### src/rtl/gap_pkg.sv
`timescale 1ns / 1ps
`default_nettype none
package gap_pkg;
	localparam int GRID_ROWS_DEF = 8;
	localparam int GRID_COLS_DEF = 8;
	localparam int CELL_W = 6;
	localparam int NCELLS = 64;
	localparam logic [15:0] STEP_STRAIGHT = 16'd256;
	localparam logic [15:0] STEP_DIAG = 16'd362;

	localparam logic [1:0] ST_CELL = 2'd0;
	localparam logic [1:0] ST_NOPATH = 2'd1;
	localparam logic [1:0] ST_BADPOS = 2'd2;
	localparam logic [1:0] ST_SAME = 2'd3;

	localparam logic FUNC_LOAD = 1'b0;

	typedef enum logic [3:0] {
		S_IDLE, S_CLEAR, S_SCAN, S_SCAN_END, S_NB, S_NB_RD, S_NB_UPD,
		S_TRACE_RD, S_TRACE, S_EMIT_RD, S_EMIT, S_STATUS
	} state_t;

	// round(sqrt(dr*dr+dc*dc)*256), exact integer root rounded to nearest
	function automatic logic [15:0] heur_calc(input logic [2:0] dr, input logic [2:0] dc);
		logic [31:0] x, s, t;
		begin
			x = ({29'd0, dr} * {29'd0, dr} + {29'd0, dc} * {29'd0, dc}) << 16;
			s = 32'd0;
			for (int b = 12; b >= 0; b--) begin
				t = s | (32'd1 << b);
				if (t * t <= x) s = t;
			end
			if (x - s * s > s) s = s + 32'd1;
			heur_calc = s[15:0];
		end
	endfunction

	function automatic logic [NCELLS*16-1:0] heur_fill();
		logic [NCELLS*16-1:0] tab;
		begin
			tab = '0;
			for (int i = 0; i < NCELLS; i++)
				tab[i*16 +: 16] = heur_calc(3'(i >> 3), 3'(i & 7));
			heur_fill = tab;
		end
	endfunction

	localparam logic [NCELLS*16-1:0] HEUR_TAB = heur_fill();

	// heuristic in Q8.8, constant table indexed by dr*8+dc
	function automatic logic [15:0] heur(input logic [2:0] dr, input logic [2:0] dc);
		heur = HEUR_TAB[{dr, dc, 4'd0} +: 16];
	endfunction
endpackage
`default_nettype wire

### src/rtl/gap_cost_ram.sv
`timescale 1ns / 1ps
`default_nettype none
module gap_cost_ram import gap_pkg::*; (
	input  wire logic              clk,
	input  wire logic              we,
	input  wire logic [CELL_W-1:0] waddr,
	input  wire logic [37:0]       wdata,
	input  wire logic [CELL_W-1:0] raddr,
	output logic      [37:0]       rdata
);
	// {parent, g, f} per cell
	logic [37:0] mem [NCELLS];

	always_ff @(posedge clk) begin
		if (we) mem[waddr] <= wdata;
		rdata <= mem[raddr];
	end
endmodule
`default_nettype wire

### src/rtl/grid_astar_path_search.sv
`timescale 1ns / 1ps
`default_nettype none
// channel | valid    | stall    | fields
// in      | in_valid | in_stall | func load_row row_free_bits src_row src_col dst_row dst_col
// out     | valid    | stall    | status cell_row cell_col last
// Loads write a row when taken; bad-position or same-cell status shows the cycle after.
// A search clears its marks, then per expansion scans all cells through the single
// cost memory read port and visits 8 neighbors until it meets the goal, reading those
// inside the grid; then it traces the parent chain backward and emits it forward.
// Reset clears the grid to all blocked; the cost memory needs no reset.
// While stall holds, the emitting state waits; no new item is taken.
module grid_astar_path_search import gap_pkg::*; #(
	parameter int GRID_ROWS = GRID_ROWS_DEF,
	parameter int GRID_COLS = GRID_COLS_DEF
) (
	input  wire logic       clk,
	input  wire logic       arst_n,
	input  wire logic       in_valid,
	output logic            in_stall,
	input  wire logic       func,
	input  wire logic [2:0] load_row,
	input  wire logic [7:0] row_free_bits,
	input  wire logic [3:0] src_row,
	input  wire logic [3:0] src_col,
	input  wire logic [3:0] dst_row,
	input  wire logic [3:0] dst_col,
	output logic            valid,
	input  wire logic       stall,
	output logic [1:0]      status,
	output logic [2:0]      cell_row,
	output logic [2:0]      cell_col,
	output logic            last
);
	state_t state_q, state_d;
	logic [7:0] grid_q [8];
	logic [NCELLS-1:0] open_q, closed_q, cval_q;
	logic [2:0] gr_q, gc_q;
	logic [6:0] scan_q;
	logic [5:0] best_q;
	logic [15:0] best_f_q, best_g_q;
	logic found_q;
	logic [2:0] k_q;
	logic [5:0] nb_q;
	logic [15:0] f2_q, g2_q;
	logic [5:0] chain_q [NCELLS];
	logic [5:0] chain_rd_q;
	logic [6:0] n_q, e_q;
	logic [5:0] cur_q;
	logic [1:0] stat_q;

	logic we;
	logic [5:0] waddr, raddr;
	logic [37:0] wdata, rdata;
	gap_cost_ram u_ram (.clk, .we, .waddr, .wdata, .raddr, .rdata);

	logic in_acc, out_acc;
	assign in_acc = in_valid && !in_stall;
	assign out_acc = valid && !stall;
	assign in_stall = (state_q != S_IDLE);

	logic [NCELLS-1:0] src_bit;
	assign src_bit = {{(NCELLS-1){1'b0}}, 1'b1} << best_q;

	// neighbor geometry
	logic signed [4:0] nr, nc;
	logic nb_in;
	logic [5:0] nb;
	always_comb begin
		nr = $signed({2'b0, best_q[5:3]});
		nc = $signed({2'b0, best_q[2:0]});
		unique case (k_q)
			3'd0: nr = nr - 5'sd1;
			3'd1: nr = nr + 5'sd1;
			3'd2: nc = nc + 5'sd1;
			3'd3: nc = nc - 5'sd1;
			3'd4: begin nr = nr - 5'sd1; nc = nc + 5'sd1; end
			3'd5: begin nr = nr - 5'sd1; nc = nc - 5'sd1; end
			3'd6: begin nr = nr + 5'sd1; nc = nc + 5'sd1; end
			default: begin nr = nr + 5'sd1; nc = nc - 5'sd1; end
		endcase
		nb_in = nr >= 0 && nr < GRID_ROWS && nc >= 0 && nc < GRID_COLS;
		nb = {nr[2:0], nc[2:0]};
	end

	logic [2:0] adr, adc;
	logic [15:0] g_base, g2, f2;
	always_comb begin
		adr = (nr[2:0] > gr_q) ? nr[2:0] - gr_q : gr_q - nr[2:0];
		adc = (nc[2:0] > gc_q) ? nc[2:0] - gc_q : gc_q - nc[2:0];
		// on the first neighbor the expanded cell's g is still on the read port
		g_base = (k_q == 3'd0) ? rdata[31:16] : best_g_q;
		g2 = g_base + ((k_q < 3'd4) ? STEP_STRAIGHT : STEP_DIAG);
		f2 = g2 + heur(adr, adc);
	end

	logic [5:0] scan_cell;
	assign scan_cell = scan_q[5:0] - 6'd1;

	always_comb begin
		state_d = state_q;
		we = 1'b0;
		waddr = nb_q;
		wdata = {best_q, g2_q, f2_q};
		raddr = scan_q[5:0];
		unique case (state_q)
			S_IDLE: if (in_acc) begin
				if (func == FUNC_LOAD) state_d = S_IDLE;
				else if (src_row >= GRID_ROWS || src_col >= GRID_COLS ||
					dst_row >= GRID_ROWS || dst_col >= GRID_COLS) state_d = S_STATUS;
				else if (src_row == dst_row && src_col == dst_col) state_d = S_STATUS;
				else state_d = S_CLEAR;
			end
			S_CLEAR: begin
				we = 1'b1;
				waddr = best_q;
				wdata = {best_q, 32'd0};
				state_d = S_SCAN;
			end
			S_SCAN: if (scan_q == 7'(NCELLS)) state_d = S_SCAN_END;
			S_SCAN_END: begin
				raddr = best_q;
				state_d = found_q ? S_NB : S_STATUS;
			end
			S_NB: begin
				raddr = nb;
				if (!nb_in) state_d = (k_q == 3'd7) ? S_SCAN : S_NB;
				else if (nb[5:3] == gr_q && nb[2:0] == gc_q) state_d = S_TRACE_RD;
				else state_d = S_NB_RD;
			end
			S_NB_RD: begin
				raddr = nb_q;
				state_d = S_NB_UPD;
			end
			S_NB_UPD: begin
				we = !closed_q[nb_q] && grid_q[nb_q[5:3]][nb_q[2:0]] &&
					(!cval_q[nb_q] || rdata[15:0] > f2_q);
				state_d = (k_q == 3'd0) ? S_SCAN : S_NB;
			end
			S_TRACE_RD: begin
				raddr = cur_q;
				state_d = S_TRACE;
			end
			S_TRACE: begin
				raddr = rdata[37:32];
				state_d = (rdata[37:32] == cur_q || n_q == 7'(NCELLS - 1)) ? S_EMIT_RD
					: S_TRACE_RD;
			end
			S_EMIT_RD: state_d = S_EMIT;
			S_EMIT: if (out_acc) state_d = (e_q == 7'd1) ? S_IDLE : S_EMIT_RD;
			S_STATUS: if (out_acc) state_d = S_IDLE;
			default: state_d = S_IDLE;
		endcase
	end

	assign valid = (state_q == S_EMIT) || (state_q == S_STATUS);
	assign status = (state_q == S_EMIT) ? ST_CELL : stat_q;
	assign cell_row = (state_q == S_EMIT) ? chain_rd_q[5:3] : 3'd0;
	assign cell_col = (state_q == S_EMIT) ? chain_rd_q[2:0] : 3'd0;
	assign last = (state_q == S_STATUS) || (e_q == 7'd1);

	always_ff @(posedge clk or negedge arst_n) begin
		if (!arst_n) state_q <= S_IDLE;
		else state_q <= state_d;
	end

	always_ff @(posedge clk or negedge arst_n) begin
		if (!arst_n) begin
			for (int i = 0; i < 8; i++) grid_q[i] <= 8'd0;
			open_q <= '0;
			closed_q <= '0;
			cval_q <= '0;
		end else begin
			if (state_q == S_IDLE && in_acc && func == FUNC_LOAD && load_row < GRID_ROWS)
				grid_q[load_row] <= row_free_bits;
			if (state_q == S_CLEAR) begin
				open_q <= src_bit;
				closed_q <= '0;
				cval_q <= src_bit;
			end
			if (state_q == S_SCAN_END && found_q) begin
				open_q[best_q] <= 1'b0;
				closed_q[best_q] <= 1'b1;
			end
			if (we && state_q == S_NB_UPD) begin
				open_q[nb_q] <= 1'b1;
				cval_q[nb_q] <= 1'b1;
			end
		end
	end

	// path cell for the pending result; address holds while the result waits
	always_ff @(posedge clk) begin
		chain_rd_q <= chain_q[e_q[5:0] - 6'd1];
	end

	always_ff @(posedge clk) begin
		unique case (state_q)
			S_IDLE: begin
				gr_q <= dst_row[2:0];
				gc_q <= dst_col[2:0];
				best_q <= {src_row[2:0], src_col[2:0]};
				cur_q <= {dst_row[2:0], dst_col[2:0]};
				scan_q <= 7'd0;
				found_q <= 1'b0;
				stat_q <= (src_row >= GRID_ROWS || src_col >= GRID_COLS ||
					dst_row >= GRID_ROWS || dst_col >= GRID_COLS) ? ST_BADPOS : ST_SAME;
			end
			S_SCAN: begin
				// read data is registered, so it belongs to the previous scan address
				if (scan_q != 7'd0 && open_q[scan_cell] &&
					(!found_q || rdata[15:0] < best_f_q)) begin
					best_q <= scan_cell;
					best_f_q <= rdata[15:0];
					found_q <= 1'b1;
				end
				scan_q <= scan_q + 7'd1;
				k_q <= 3'd0;
			end
			S_SCAN_END: begin
				scan_q <= 7'd0;
				stat_q <= ST_NOPATH;
			end
			S_NB: begin
				if (k_q == 3'd0) best_g_q <= rdata[31:16];
				nb_q <= nb;
				g2_q <= g2;
				f2_q <= f2;
				k_q <= k_q + 3'd1;
				if (!nb_in && k_q == 3'd7) found_q <= 1'b0;
				if (nb_in && nb[5:3] == gr_q && nb[2:0] == gc_q) begin
					chain_q[0] <= nb;
					n_q <= 7'd1;
					cur_q <= best_q;
				end
			end
			S_NB_UPD: if (k_q == 3'd0) found_q <= 1'b0;
			S_TRACE: begin
				chain_q[n_q[5:0]] <= cur_q;
				n_q <= n_q + 7'd1;
				cur_q <= rdata[37:32];
				if (rdata[37:32] == cur_q || n_q == 7'(NCELLS - 1)) e_q <= n_q + 7'd1;
			end
			S_EMIT: if (out_acc) e_q <= e_q - 7'd1;
			default: ;
		endcase
	end

	assert property (@(posedge clk) disable iff (!arst_n) valid |-> in_stall)
		else $error("result shown while idle");
	assert property (@(posedge clk) disable iff (!arst_n)
		(valid && stall) |=> valid)
		else $error("result dropped under stall");
	assert property (@(posedge clk) disable iff (!arst_n)
		(state_q == S_EMIT) |-> (e_q != 7'd0))
		else $error("emit count empty");
	assert property (@(posedge clk) disable iff (!arst_n)
		(open_q & closed_q) == '0)
		else $error("cell both open and closed");
endmodule
`default_nettype wire

### config.mk
export PLATFORM = sky130hd
export DESIGN_NAME = grid_astar_path_search
export DESIGN_NICKNAME = d
export VERILOG_FILES = /design/src/rtl/gap_pkg.sv /design/src/rtl/gap_cost_ram.sv /design/src/rtl/grid_astar_path_search.sv
export SDC_FILE = /design/constraint.sdc
export NUM_CORES = 2
export LEC_CHECK = 0
export ABC_AREA = 1
export BUFFER_PORTS_ARGS = -buffer_cell sky130_fd_sc_hd__buf_2
export CAP_MARGIN = 20
export CORE_MARGIN = 2
export CORE_UTILIZATION = 45
export CTS_CLUSTER_DIAMETER = 50
export CTS_CLUSTER_SIZE = 40
export DETAILED_ROUTE_END_ITERATION = 16
export PLACE_DENSITY_LB_ADDON = 0.15
export SKIP_LAST_GASP = 1
export SLEW_MARGIN = 20
export SYNTH_ARGS = -nofsm -noshare
export SYNTH_HDL_FRONTEND = slang
export SYNTH_HIERARCHICAL = 1
export SYNTH_SLANG_ARGS = --single-unit
### constraint.sdc
create_clock -name clk -period 20.8 [get_ports clk]
set_input_delay 2.08 -clock clk [delete_from_list [all_inputs] [get_ports clk]]
set_output_delay 2.08 -clock clk [all_outputs]
set_load 0.02 [all_outputs]
==> summary.txt <==
Finish
  – Share of post-route cells with drive strength above 1: 8.66%
  – Area growth syn-to-layout: 12.1%
  – Fill cell count: 26344
  – Most common cell after layout, fill and taps aside: nand2_1
  – Most frequent cells in the layout: nand2_1 (3704), edfxtp_1 (2930), nand3_1 (2481)
  – Multi-input logic area: 0.0373 mm^2
  – Register area: 0.0954 mm^2
  – Layout Nets: 12255

Setup path
  – CP endpoint kind: flop
  – Buf/Inv on CP: 5
  – R2r setup slk: 12.82 ns
  – Slowest CP cell: buf_4
  – Crit. Startpoint: best_q[4]
  – Worst EP arrival: 8.65 ns
  – R2r startpoint: best_q[4]
  – Data required, critical path: 21.47 ns
  – FF-to-FF End: f2_q[14]
  – Worst reg-to-reg path cell count: 28
  – Cell family with most CP delay: buffers and inverters
  – Crit path largest cell delay: 0.81 ns
  – Worst setup SP type: flop
  – Worst path most repeated cell: nand2_1
  – Crit path max fanout: 88
  – CP Class: flop to flop

CTS
  – CTS Buffer Depth: 4
  – Clk slew on worst S/H paths: 0.07 ns
  – Post-CTS Resized: 0
  – CTS tree: yes
  – Post-CTS Setup Bufs: 0
  – CTS H-Tree Depth: 5
  – Worst-Skew Late Latency: 0.97 ns
  – Clk sinks: 3234
  – CTS Hold Bufs: 0
  – Root Buffer: clkbuf_16
  – Num CTS Buffers: 349

Timing
  – Final worst path period need: 7.98 ns
  – Worst slew margin: 17.1%
  – Final hold vios: 0
  – Setup violators final: 0
  – RSZ-0062 raised after global routing: false
  – Slew @ Worst Pin: 1.24 ns
  – Fin crit share: 38.4%
  – Clock Skew: 0.0801 ns
  – TNS Setup: 0 ns
  – Max Clk Rate: 125 MHz
  – Pins over their slew limit: 0

Synthesis
  – Avg Cell Area, Syn: 11.1 um^2
  – Mapped Nets: 12404
  – Combinational family with the most area after synthesis: simple AND/OR/NAND/NOR gates
  – Adder-Cell Fraction of Synth Area: 0.872%
  – Synth cell types: 46
  – Mux cell area share after synthesis: 0%
  – Syn Std Cell Area: 0.136 mm^2
  – Synth Area in Compound Gates: 3.77%
  – Register area share after synthesis: 69.9%
  – Yosys top cell area share: 64.5%
  – Post-synth EDFFs: 2930
  – #FFs+latches synth: 3234
  – Yosys Warn Count: 6
  – Synth Instances: 12280
  – Top FF cell, synth: edfxtp_1
  – Top cell type by total area after synthesis: edfxtp_1
  – Post-Synth Simple-Gate Area: 21.8%
  – Synth area leaders: edfxtp_1 (65%), nand2_1 (10%), nand3_1 (9.1%), dfrtp_1 (4.8%), nor2_1 (1.7%)
  – Post-synth ARST share: 8.04%
  – XOR/XNOR share of the synthesized area: 0.263%

Placed design
  – Port Buffer Count: 42
  – Post-DP HPWL: 221 mm
  – Global placement routability congestion: 0.900

Job
  – Max Cap Viol: 0

Global routing
  – Initial antenna violation count: 15
  – Largest net degree at the start of global routing: 199
  – First-pass GRT wire length: 617 mm
  – Vias in the first global route: 91103
  – Total grt overflow: 0
  – GRT Util Overall: 27.0%

Worst hold path
  – Worst Hold Launch: closed_q[60]
  – Hold/Removal Path Class: flop to flop
  – Hold Path End: closed_q[60]
  – Hold Crit Depth: 2

Drt
  – Via count: 95421
  – Post-DR wirelength/cell: 25.8 um
  – Vias/cell: 5.81
  – Final wirelength: 423 mm
  – Drt pass-1 iters: 6
  – First DRT Iteration DRCs: 10975
  – Routed Antenna Nets: 0
  – DR DRC count: 0

Run status
  – Status: finished, final reports clean

Die
  – Die W: 555 um
  – Full die area: 0.307 mm^2
  – Die height: 555 um
  – Starting density of the core: 45.1%
  – Row cnt: 202
  – CORE AREA: 0.302 mm^2
  – IO Count: 43
==> cells by family after synthesis <==
family,count (synthesis)
AO/OA/AOI/OAI,890
XOR/XNOR,41
adder cells (fa/ha/maj),92
buffers and inverters,1068
flip-flops,3234
AND/OR/NAND/NOR,6955
==> layout make-up <==
type                    instances  area share, %
inverters                     306          0.776
clock buffers                 368           5.85
repair buffers                262           1.32
diodes                          5        0.00818
well taps                    3978           3.25
flip-flops and latches       3234           62.4
clock inverters               280           2.01
multi-input cells            7978           24.4
==> through the flow <==
step | std cells | cell area (um^2) | utilization [%] | hold slack [ns] | setup WS (ns)
floorplan | 12280 | 136000 | - | 0.408 | 14.24
global placement | 15755 | 141000 | 46.6 | 0.465 | 12.89
detailed placement | 15757 | 141000 | 46.6 | 0.469 | 13.03
CTS | 16405 | 153000 | 50.6 | 0.485 | 13.02
global route | 16407 | 153000 | 50.6 | 0.497 | 12.22
finish | 16411 | 153000 | 50.6 | 0.483 | 12.82
==> worst reg2reg max path, delay by kind of cell (launching register included) <==
kind | cells | cell delay (ns)
buffers and inverters | 5 | 2.52
adder cells (fa/ha/maj) | 4 | 1.50
flip-flops | 1 | 0.33
AND/OR/NAND/NOR | 13 | 1.68
AO/OA/AOI/OAI | 6 | 1.70
==> cell usage after synthesis (13+ instances only) <==
master,instances
dfrtp_1,260
buf_1,88
nor2_1,610
o21ai_1,14
o221ai_1,54
o21ai_0,378
nand4_1,56
a21oi_1,207
edfxtp_1,2930
inv_2,13
ha_1,87
nor3_1,20
o21bai_1,62
dfxtp_1,44
inv_1,289
o22ai_1,88
clkbuf_1,367
nand3_1,2482
xor2_1,31
buf_2,264
o211ai_1,61
buf_4,35
nand2_1,3708
nand3_2,50
==> per-layer routing <==
metal	track usage (%)	wire length (um)
met1	37.9	178000
met2	42.3	194000
met3	3.95	34300
met4	10.5	17000
met5	0	23
==> flip-flops by register name (all words and copies together) (netlist names), 38 cells and up <==
signal and count:
closed_q 64, chain_q 384, grid_q 64, u_ram/mem 2432
u_ram/rdata 38, cval_q 64, open_q 64
==> worst max path at each step <==
| stage | depth (start not counted) | endpoint |
|---|---|---|
| after detailed placement | 28 | f2_q[14] |
| after floorplan | 7 | u_ram/mem[52][0] |
| after CTS | 28 | f2_q[14] |
| final | 28 | f2_q[14] |
| after global routing | 28 | f2_q[14] |
| after global placement | 28 | f2_q[14] |
Power is left out: the tool's default activity adds up to more than one toggle a clock period on the data nets, which glitch-free logic cannot reach.
